<file path="config.mk">
export PLATFORM = sky130hd
export DESIGN_NAME = fixed_form_source_normalizer
export DESIGN_NICKNAME = d
export VERILOG_FILES = /design/src/ffsn_pkg.sv /design/src/fixed_form_source_normalizer.sv /design/src/ffsn_step.sv /design/src/ffsn_resq.sv
export SDC_FILE = /design/constraint.sdc
export NUM_CORES = 1
export LEC_CHECK = 0
export BUFFER_PORTS_ARGS = -buffer_cell sky130_fd_sc_hd__clkbuf_2
export CORE_ASPECT_RATIO = 1.2
export CORE_MARGIN = 2
export CORE_UTILIZATION = 30
export CTS_CLUSTER_DIAMETER = 80
export DETAILED_ROUTE_END_ITERATION = 6
export GPL_TIMING_DRIVEN = 0
export MAX_ROUTING_LAYER = met4
export PLACE_DENSITY = 0.42
export SLEW_MARGIN = 20
export SYNTH_ARGS = -nofsm -noshare
export SYNTH_HDL_FRONTEND = slang
export SYNTH_HIERARCHICAL = 1
export SYNTH_SLANG_ARGS = --single-unit
</file>
<file path="constraint.sdc">
create_clock -name clk -period 11.4 [get_ports clk]
set_clock_uncertainty 0.1 [all_clocks]
set_input_delay 0.57 -clock clk [delete_from_list [all_inputs] [get_ports clk]]
set_output_delay 0.57 -clock clk [all_outputs]
set_load 0.02 [all_outputs]
</file>
<file path="src/ffsn_pkg.sv">
// Shared types, character codes and constants of the fixed-form source normalizer.
package ffsn_pkg;

	localparam int LABEL_COLUMNS = 5;
	localparam int MAX_RES = 3;
	localparam int QDEPTH = 4;
	localparam int QAW = $clog2(QDEPTH);
	localparam int QCW = $clog2(QDEPTH + 1);

	// line phases
	localparam logic [2:0] PH_LABEL = 3'd0;
	localparam logic [2:0] PH_CONT = 3'd1;
	localparam logic [2:0] PH_SKIP = 3'd2;
	localparam logic [2:0] PH_CODE = 3'd3;
	localparam logic [2:0] PH_IGNORE = 3'd4;

	// result kinds
	localparam logic [1:0] KIND_CODE = 2'd0;
	localparam logic [1:0] KIND_NEWLINE = 2'd1;
	localparam logic [1:0] KIND_LABEL = 2'd2;
	localparam logic [1:0] KIND_ERROR = 2'd3;

	// error codes
	localparam logic [1:0] ERR_NONE = 2'd0;
	localparam logic [1:0] ERR_BAD_LABEL = 2'd1;
	localparam logic [1:0] ERR_LABEL_BIG = 2'd2;

	// configuration register indexes
	localparam logic [1:0] REG_COLUMN_LIMIT = 2'd0;
	localparam logic [1:0] REG_TAB_FORM = 2'd1;
	localparam logic [1:0] REG_DEBUG_LINES = 2'd2;

	localparam logic [7:0] COLUMN_LIMIT_RST = 8'd72;

	// characters
	localparam logic [7:0] CH_NUL = 8'h00;
	localparam logic [7:0] CH_TAB = 8'h09;
	localparam logic [7:0] CH_LF = 8'h0A;
	localparam logic [7:0] CH_VT = 8'h0B;
	localparam logic [7:0] CH_FF = 8'h0C;
	localparam logic [7:0] CH_CR = 8'h0D;
	localparam logic [7:0] CH_SPACE = 8'h20;
	localparam logic [7:0] CH_BANG = 8'h21;
	localparam logic [7:0] CH_DQUOTE = 8'h22;
	localparam logic [7:0] CH_QUOTE = 8'h27;
	localparam logic [7:0] CH_STAR = 8'h2A;
	localparam logic [7:0] CH_0 = 8'h30;
	localparam logic [7:0] CH_9 = 8'h39;
	localparam logic [7:0] CH_UC = 8'h43;
	localparam logic [7:0] CH_UD = 8'h44;
	localparam logic [7:0] CH_UH = 8'h48;
	localparam logic [7:0] CH_BSLASH = 8'h5C;
	localparam logic [7:0] CH_LC = 8'h63;
	localparam logic [7:0] CH_LD = 8'h64;
	localparam logic [7:0] CH_LH = 8'h68;
	localparam logic [7:0] NEWLINE_BYTE = CH_LF;

	typedef struct packed {
		logic [7:0] column;
		logic [2:0] phase;
		logic [31:0] label_accum;
		logic label_seen;
		logic cont;
		logic [7:0] delim;
		logic esc;
		logic [31:0] hcount;
		logic hovf;
		logic [31:0] hrem;
		logic first;
		logic halted;
		logic live;
	} st_t;

	localparam st_t ST_CLEAR = '{
		column: 8'd0, phase: PH_LABEL, label_accum: 32'd0, label_seen: 1'b0,
		cont: 1'b0, delim: 8'd0, esc: 1'b0, hcount: 32'd0, hovf: 1'b0,
		hrem: 32'd0, first: 1'b1, halted: 1'b0, live: 1'b0
	};

	typedef struct packed {
		logic [1:0] kind;
		logic [7:0] out_byte;
		logic [31:0] label_number;
		logic [1:0] error_code;
		logic last;
	} res_t;

	typedef struct packed {
		logic [7:0] column_limit;
		logic tab_form;
		logic debug_lines;
	} cfg_t;

	function automatic logic is_h(input logic [7:0] c);
		return c == CH_SPACE || c == CH_TAB || c == CH_FF || c == CH_VT;
	endfunction

	function automatic logic is_v(input logic [7:0] c);
		return c == CH_CR || c == CH_LF;
	endfunction

	function automatic logic is_d(input logic [7:0] c);
		return c >= CH_0 && c <= CH_9;
	endfunction

	// value * 10 + digit, widened by a 4-bit carry-out nibble for overflow checks
	function automatic logic [35:0] mul10_add(input logic [31:0] v, input logic [7:0] c);
		logic [35:0] w;
		w = {4'd0, v};
		return (w << 3) + (w << 1) + {32'd0, c[3:0]};
	endfunction

endpackage

</file>
<file path="src/fixed_form_source_normalizer.sv">
// Fixed-form source normalizer: turns fixed-form or tab-form source bytes into a code stream
// with label marks, statement newlines and label errors. One source byte is accepted per
// cycle while in_stall is low: a byte is captured in the input register; once the queue has
// room for a full burst, its line state is advanced and its zero to three results go to a
// four-entry result queue, which hands out one result per cycle unless out_stall is high.
// Bytes giving one result or none keep that rate; others are limited by the output side. A
// NUL byte clears all line state and gives no result; after a label error the block drops
// every byte up to the next NUL. Configuration must be written while the block is idle.
module fixed_form_source_normalizer
	import ffsn_pkg::*;
(
	input  logic        clk,
	input  logic        arst_n,
	input  logic        wr_en,
	input  logic [1:0]  wr_index,
	input  logic [7:0]  wr_data,
	input  logic        in_valid,
	output logic        in_stall,
	input  logic [7:0]  src_byte,
	output logic        out_valid,
	input  logic        out_stall,
	output logic [1:0]  kind,
	output logic [7:0]  out_byte,
	output logic [31:0] label_number,
	output logic [1:0]  error_code,
	output logic        last
);

	cfg_t cfg_q;
	st_t st_q;
	st_t st_nxt;
	logic [7:0] byte_s1;
	logic vld_s1;
	logic room;
	logic fire;
	logic pop;
	logic not_empty;
	logic [1:0] res_n;
	res_t res [MAX_RES];
	res_t head;

	always_ff @(posedge clk or negedge arst_n) begin
		if (!arst_n) begin
			cfg_q <= '{column_limit: COLUMN_LIMIT_RST, tab_form: 1'b0, debug_lines: 1'b0};
		end else if (wr_en) begin
			unique case (wr_index)
				REG_COLUMN_LIMIT: cfg_q.column_limit <= wr_data;
				REG_TAB_FORM:     cfg_q.tab_form <= wr_data[0];
				REG_DEBUG_LINES:  cfg_q.debug_lines <= wr_data[0];
				default: ;
			endcase
		end
	end

	// process the held byte once the queue can take a full burst
	assign fire = vld_s1 && room;
	assign in_stall = vld_s1 && !room;

	always_ff @(posedge clk) begin
		if (in_valid && !in_stall)
			byte_s1 <= src_byte;
	end

	always_ff @(posedge clk or negedge arst_n) begin
		if (!arst_n) begin
			vld_s1 <= 1'b0;
			st_q <= ST_CLEAR;
		end else begin
			if (in_valid && !in_stall)
				vld_s1 <= 1'b1;
			else if (fire)
				vld_s1 <= 1'b0;
			if (fire)
				st_q <= st_nxt;
		end
	end

	ffsn_step u_step (
		.st_cur (st_q),
		.c      (byte_s1),
		.cfg    (cfg_q),
		.st_nxt (st_nxt),
		.res    (res),
		.res_n  (res_n)
	);

	assign pop = not_empty && !out_stall;

	ffsn_resq u_resq (
		.clk       (clk),
		.arst_n    (arst_n),
		.push_n    (fire ? res_n : 2'd0),
		.push_data (res),
		.pop       (pop),
		.head      (head),
		.not_empty (not_empty),
		.room      (room)
	);

	assign out_valid = not_empty;
	assign kind = head.kind;
	assign out_byte = head.out_byte;
	assign label_number = head.label_number;
	assign error_code = head.error_code;
	assign last = head.last;

endmodule

</file>
<file path="src/ffsn_step.sv">
// Per-byte next-state and result logic of the fixed-form source normalizer.
module ffsn_step
	import ffsn_pkg::*;
(
	input  st_t        st_cur,
	input  logic [7:0] c,
	input  cfg_t       cfg,
	output st_t        st_nxt,
	output res_t       res [MAX_RES],
	output logic [1:0] res_n
);

	function automatic st_t f_wipe(input st_t si);
		st_t so;
		so = si;
		so.delim = 8'd0;
		so.esc = 1'b0;
		so.hcount = 32'd0;
		so.hovf = 1'b0;
		so.hrem = 32'd0;
		return so;
	endfunction

	function automatic st_t f_new_line(input st_t si);
		st_t so;
		so = si;
		so.column = 8'd0;
		so.phase = PH_LABEL;
		so.live = 1'b0;
		so.label_seen = 1'b0;
		so.label_accum = 32'd0;
		return so;
	endfunction

	function automatic st_t f_settle(input st_t si, output logic lbl);
		st_t so;
		so = si;
		lbl = 1'b0;
		if (!si.cont) begin
			lbl = si.label_seen;
			so = f_wipe(si);
		end
		return so;
	endfunction

	function automatic st_t f_finish(input st_t si, input logic cont, input logic keep,
			output logic lbl);
		st_t so;
		so = si;
		lbl = 1'b0;
		if (!keep)
			so.label_seen = 1'b0;
		so.cont = cont;
		so.phase = PH_SKIP;
		if (so.live)
			so = f_settle(so, lbl);
		return so;
	endfunction

	// one code byte: string, Hollerith, comment and blank handling
	function automatic st_t f_code(input st_t si, input logic [7:0] ch,
			output logic emit, output logic eol);
		st_t so;
		logic fin;
		logic skip;
		logic [35:0] n;
		so = si;
		fin = is_v(ch);
		skip = 1'b0;
		n = mul10_add(si.hcount, ch);
		if (si.hrem != 32'd0) begin
			so.hrem = si.hrem - 32'd1;
		end else if (si.delim != 8'd0) begin
			if (ch == si.delim && !si.esc)
				so.delim = 8'd0;
			so.esc = (ch == CH_BSLASH);
		end else begin
			if (ch == CH_BANG) begin
				fin = 1'b1;
			end else if (ch == CH_QUOTE || ch == CH_DQUOTE) begin
				so.delim = ch;
				so.esc = 1'b0;
			end
			if (ch == CH_UH || ch == CH_LH) begin
				if (!si.hovf)
					so.hrem = si.hcount;
			end else if (is_d(ch)) begin
				if (n[35:32] != 4'd0)
					so.hovf = 1'b1;
				else
					so.hcount = n[31:0];
			end else begin
				so.hovf = 1'b0;
				so.hcount = 32'd0;
			end
			skip = is_h(ch);
		end
		eol = fin;
		emit = !fin && !skip;
		return so;
	endfunction

	st_t s;
	logic done;
	logic e_lbl;
	logic e_nl;
	logic e_code;
	logic e_err;
	logic lb;
	logic ce;
	logic eol;
	logic [1:0] ecode;
	logic [31:0] lval;
	logic [7:0] col;
	logic [35:0] ln;
	logic [1:0] n;

	always_comb begin
		s = st_cur;
		done = 1'b0;
		e_lbl = 1'b0;
		e_nl = 1'b0;
		e_code = 1'b0;
		e_err = 1'b0;
		lb = 1'b0;
		ce = 1'b0;
		eol = 1'b0;
		ecode = ERR_NONE;
		lval = 32'd0;
		col = st_cur.column;
		ln = mul10_add(st_cur.label_accum, c);

		if (c == CH_NUL) begin
			s = ST_CLEAR;
		end else if (st_cur.halted) begin
			s = st_cur;
		end else if (is_v(c)) begin
			if (s.phase == PH_CODE) begin
				if (col < cfg.column_limit)
					s = f_code(s, c, ce, eol);
			end else if ((s.phase == PH_LABEL || s.phase == PH_CONT) && s.live) begin
				s = f_finish(s, 1'b0, cfg.tab_form && s.phase == PH_CONT, lb);
				if (lb) begin
					e_lbl = 1'b1;
					lval = s.label_accum;
				end
			end
			s = f_new_line(s);
		end else begin
			s.column = (col < 8'd255) ? col + 8'd1 : 8'd255;
			if (s.phase == PH_IGNORE) begin
				done = 1'b1;
			end else if (s.phase == PH_CODE) begin
				done = 1'b1;
				if (col >= cfg.column_limit) begin
					s.phase = PH_IGNORE;
				end else begin
					s = f_code(s, c, ce, eol);
					e_code = ce;
					if (eol)
						s.phase = PH_IGNORE;
				end
			end else if (!s.live) begin
				if (col == 8'd0 && (c == CH_UC || c == CH_LC || c == CH_STAR ||
						c == CH_BANG || (cfg.debug_lines && (c == CH_UD || c == CH_LD)))) begin
					s.phase = PH_IGNORE;
					done = 1'b1;
				end else if (col >= cfg.column_limit) begin
					s.phase = PH_IGNORE;
					done = 1'b1;
				end else if (!is_h(c)) begin
					if (c == CH_BANG) begin
						s.phase = PH_IGNORE;
						done = 1'b1;
					end else begin
						s.live = 1'b1;
						if (s.phase == PH_SKIP) begin
							s = f_settle(s, lb);
							if (lb) begin
								e_lbl = 1'b1;
								lval = s.label_accum;
							end
						end
					end
				end
			end

			if (!done) begin
				if (s.phase == PH_LABEL && !cfg.tab_form && col >= 8'(LABEL_COLUMNS))
					s.phase = PH_CONT;
				if (s.phase == PH_LABEL) begin
					if (col == 8'd0 && (c == CH_UD || c == CH_LD) && !cfg.debug_lines) begin
						done = 1'b1;
					end else if (cfg.tab_form && c == CH_TAB) begin
						s.phase = PH_CONT;
						done = 1'b1;
					end else if (is_d(c)) begin
						done = 1'b1;
						if (cfg.tab_form && ln[35:32] != 4'd0) begin
							e_err = 1'b1;
							ecode = ERR_LABEL_BIG;
							s.halted = 1'b1;
						end else begin
							s.label_accum = ln[31:0];
							s.label_seen = 1'b1;
						end
					end else if (is_h(c)) begin
						done = 1'b1;
					end else if (c != CH_BANG) begin
						e_err = 1'b1;
						ecode = ERR_BAD_LABEL;
						s.halted = 1'b1;
						done = 1'b1;
					end else begin
						s = f_finish(s, 1'b0, 1'b0, lb);
					end
				end else if (s.phase == PH_CONT) begin
					if (cfg.tab_form) begin
						if (is_d(c) && c != CH_0) begin
							s = f_finish(s, 1'b1, 1'b1, lb);
							done = 1'b1;
						end else begin
							s = f_finish(s, 1'b0, 1'b1, lb);
						end
					end else if (c == CH_BANG) begin
						s = f_finish(s, 1'b0, 1'b0, lb);
					end else begin
						s = f_finish(s, !is_h(c) && c != CH_0, 1'b1, lb);
						done = 1'b1;
					end
				end
				if (lb) begin
					e_lbl = 1'b1;
					lval = s.label_accum;
				end
			end

			if (!done) begin
				if (is_h(c)) begin
					done = 1'b1;
				end else if ((s.delim == 8'd0 && s.hrem == 32'd0 && c == CH_BANG) ||
						col >= cfg.column_limit) begin
					s.phase = PH_IGNORE;
				end else begin
					if (!s.first && !s.cont)
						e_nl = 1'b1;
					s.first = 1'b0;
					s.phase = PH_CODE;
					s = f_code(s, c, ce, eol);
					e_code = ce;
					if (eol)
						s.phase = PH_IGNORE;
				end
			end
		end
		st_nxt = s;
	end

	// pack results in emission order: label mark, newline, code byte, error
	always_comb begin
		for (int k = 0; k < MAX_RES; k++)
			res[k] = '0;
		n = 2'd0;
		if (e_lbl) begin
			res[n] = '{kind: KIND_LABEL, out_byte: 8'd0, label_number: lval,
				error_code: ERR_NONE, last: 1'b0};
			n = n + 2'd1;
		end
		if (e_nl) begin
			res[n] = '{kind: KIND_NEWLINE, out_byte: NEWLINE_BYTE, label_number: 32'd0,
				error_code: ERR_NONE, last: 1'b0};
			n = n + 2'd1;
		end
		if (e_code) begin
			res[n] = '{kind: KIND_CODE, out_byte: c, label_number: 32'd0,
				error_code: ERR_NONE, last: 1'b0};
			n = n + 2'd1;
		end
		if (e_err) begin
			res[n] = '{kind: KIND_ERROR, out_byte: 8'd0, label_number: 32'd0,
				error_code: ecode, last: 1'b0};
			n = n + 2'd1;
		end
		if (n != 2'd0)
			res[n - 2'd1].last = 1'b1;
		res_n = n;
	end

endmodule

</file>
<file path="src/ffsn_resq.sv">
// Result queue: takes up to three results per cycle, hands out one per cycle while pop is high.
module ffsn_resq
	import ffsn_pkg::*;
(
	input  logic       clk,
	input  logic       arst_n,
	input  logic [1:0] push_n,
	input  res_t       push_data [MAX_RES],
	input  logic       pop,
	output res_t       head,
	output logic       not_empty,
	output logic       room
);

	res_t entry_q [QDEPTH];
	logic [QAW-1:0] wr_q;
	logic [QAW-1:0] rd_q;
	logic [QCW-1:0] cnt_q;

	assign head = entry_q[rd_q];
	assign not_empty = (cnt_q != '0);
	// room for a full burst of results
	assign room = (cnt_q <= QCW'(QDEPTH - MAX_RES));

	always_ff @(posedge clk) begin
		for (int k = 0; k < MAX_RES; k++) begin
			if (k < int'(push_n))
				entry_q[QAW'(wr_q + QAW'(k))] <= push_data[k];
		end
	end

	always_ff @(posedge clk or negedge arst_n) begin
		if (!arst_n) begin
			wr_q <= '0;
			rd_q <= '0;
			cnt_q <= '0;
		end else begin
			wr_q <= QAW'(wr_q + QAW'(push_n));
			if (pop)
				rd_q <= QAW'(rd_q + QAW'(1));
			cnt_q <= QCW'(cnt_q + QCW'(push_n) - QCW'(pop));
		end
	end

endmodule

</file>
==> qor.txt <==
Highest-count cells in the layout ignoring fill and taps: nand2_1, nor2_1, a31oi_1, ha_1, a21oi_1
Post-DP HPWL: 114600 um
Pre-CTS WS: -760.2 ps
Max-slew violations: 0
CP Class: register to register
Vias in the first global route: 30600
Syn avg cell area: 8.448 um2
RSZ-0062 raised after global routing: no
Clock buffer depth: 3
Crit path time final: 11020 ps
Core Area: 0.1059 mm2
Synthesized area: 0.03190 mm2
Die Wd: 301.7 um
Grt ovf: 0
Layout Nets: 4222
Total GRT Usage: 27.78%
Synthesis-to-finish area growth: 13.78%
CTS Sinks: 328
Crit. End Element: register
YS warnings: 6
TritonCTS buffer count: 47
Drt first pass iters: 6
# Max-Cap Violations: 0
Yosys cell types: 104
GPL Wtd Cong: 0.9839
Layout cells sized above 1: 15.62%
Mapped Cells: 3776
Data required, critical path: 11800 ps
# setup viols final: 0
Asr flop ratio synth: 42.68%
Worst R2R Path Depth: 34
Setup WS post-layout: 384.1 ps
DRT iter0 DRCs: 2853
Post-synth EDFFs: 188
Total number of vias: 31150
Tightest Pin Transition: 1335 ps
Critical Path Stages: 34
DRC errors left: 0
Clock slew at reported path FFs: 60 ps
HP Class: input port to register
Post-DR vias/cell: 5.754
Worst VDD drop: 0.1187 mV
Outcome: finished, final reports clean
Critical Path Source Type: register
Flops & latches, synth: 328
Initial antenna violation count: 3
Hold Path Stages: 1
CP max stage delay: 740 ps
Power per cell area: 199.0 mW/mm2
Crit-path leading delay family: buffers and inverters
Worst-Skew Late Latency: 630 ps
H-tree Lvls: 2
Initial core utilization: 30.13%
Fin. Hold Viols: 0
Die height: 361.2 um
Setup TNS: 0 ps
Routed length per instance: 27.82 um
CP max stage cell: clkdlybuf4s15_1
Seq/Total Area, Yosys: 28.69%
Most common flop cell mapped by yosys: edfxtp_1
Number of buffers added on ports: 69
Leak pwr: 0.01550 uW
Die ar.: 0.1090 mm2
I/O Pins: 70
Crit path buf inv count: 10
Crit path DAT: 11420 ps
Relative slew slack: 11.03%
CTS tree: built
Pin count of the biggest net entering global routing: 65
First-pass GRT wire length: 215700 um
CTS Root Cell: clkbuf_16
Antenna-violating nets left: 0
Most common cell after layout, fill and taps aside: nand2_1
Fmax: 0.09078 GHz
Period Utilization, post-route: 96.63%
Routed WL: 150600 um
FP Rows: 131
Crit path max fanout: 10
==> timing repair <==
item	in CTS	in global routing
pin swaps	0	2
setup buffers	0	4
hold endpoints to repair	15	0
gates resized for setup	8	13
endpoints found under the setup margin	193	175
hold buffers	1	0
==> path summary, 6_finish.rpt <==
check	from	slack, ps	end
hold reg to reg	u_resq/cnt_q[2]$_DFF_PN0_	380	u_resq/cnt_q[2]$_DFF_PN0_
hold / removal	src_byte[6]	20	byte_s1[6]$_DFFE_PP_
setup reg to reg	st_q[119]$_DFFE_PN0P_	380	st_q[54]$_DFFE_PN0P_
min in group asynchronous	arst_n	290	st_q[94]$_DFFE_PN0P_
max in group asynchronous	arst_n	9880	cfg_q[8]$_DFFE_PN1P_
setup / recovery	st_q[119]$_DFFE_PN0P_	380	st_q[54]$_DFFE_PN0P_
==> cells by family after synthesis <==
logic type,share of synthesized area (%)
flops,28.69
fa+ha+maj,8.833
compound gates,21.80
xor+xnor,2.773
buf+inv,6.644
simple gates,21.88
mux,9.370
other cells,0.01176
==> cell usage after synthesis (all sizes together), types with 50 or more instances <==
library cell  number  share of area (%)
inv               92                1.1
nor2             371                4.4
clkbuf           123                1.5
buf              187                4.1
mux2             139                5.8
a21o              50                1.2
ha               214                8.4
a21oi            205                3.2
nand3             66                1.1
xnor2             66                1.8
and2              81                1.6
o21ai            190                3.0
nor3              72                1.2
a31oi            216                4.2
nand2            614                7.2
dfrtp            137                 11
edfxtp           188                 18
==> sequential cells by signal (all words and copies together), names as in the netlist <==
signal,cells
cfg_q,10
byte_s1,8
st_q,122
u_resq/rd_q,2
u_resq/wr_q,2
u_resq/cnt_q,3
u_resq/entry_q,180
vld_s1,1
==> power by group <==
part	internal [uW]	total (uW)	leakage [uW]	switching (uW)
Clock	881	1500	0.000738	616
Combinational	1340	4050	0.0112	2710
Sequential	1410	1680	0.00360	265
Total	3630	7220	0.0155	3590
==> worst register-to-register path: cells and delay by family (launching register included) <==
family                   cells  cell delay (ps)
AND/OR/NAND/NOR              9             2120
adder cells (fa/ha/maj)      3             1280
AO/OA/AOI/OAI               11             3220
flip-flops                   1              440
multiplexers                 1              270
buffers and inverters       10             3440
==> layout make-up <==
type | instances | area (um2)
Fill cell | 11350 | 69590
Clock inverter | 24 | 267.8
Timing Repair Buffer | 92 | 725.7
Sequential cell | 328 | 9153
Clock buffer | 61 | 1270
Inverter | 92 | 345.3
Multi-Input combinational cell | 3109 | 20990
Buffer | 308 | 1788
Tap cell | 1396 | 1747
Antenna cell | 4 | 10.01
==> metal layers <==
layer  share of wire (%)  up-vias  GRT usage [%]  wire (um)
li1                    -    14300              -          -
met1                  39    15220          31.14      58140
met2                  49     1209          46.31      73140
met3                 5.4      424          3.885       8198
met4                 7.4        0          17.72      11150
met5                   0        -              -          0
==> metrics by stage <==
step / util [%] / instance area [um2] / std cells / hold WS (ps) / power [uW]
floorplan: - / 32140 / 3839 / 174.4 / 4130
global placement: 32.33 / 34230 / 5304 / 363.0 / 5630
detailed placement: 32.72 / 34640 / 5322 / 358.9 / 5646
CTS: 34.20 / 36210 / 5407 / 1.714 / 7181
global route: 34.28 / 36290 / 5412 / 10.44 / 7543
finish: 34.28 / 36300 / 5414 / 24.07 / 7222
Power figures use the tool's default switching activity.
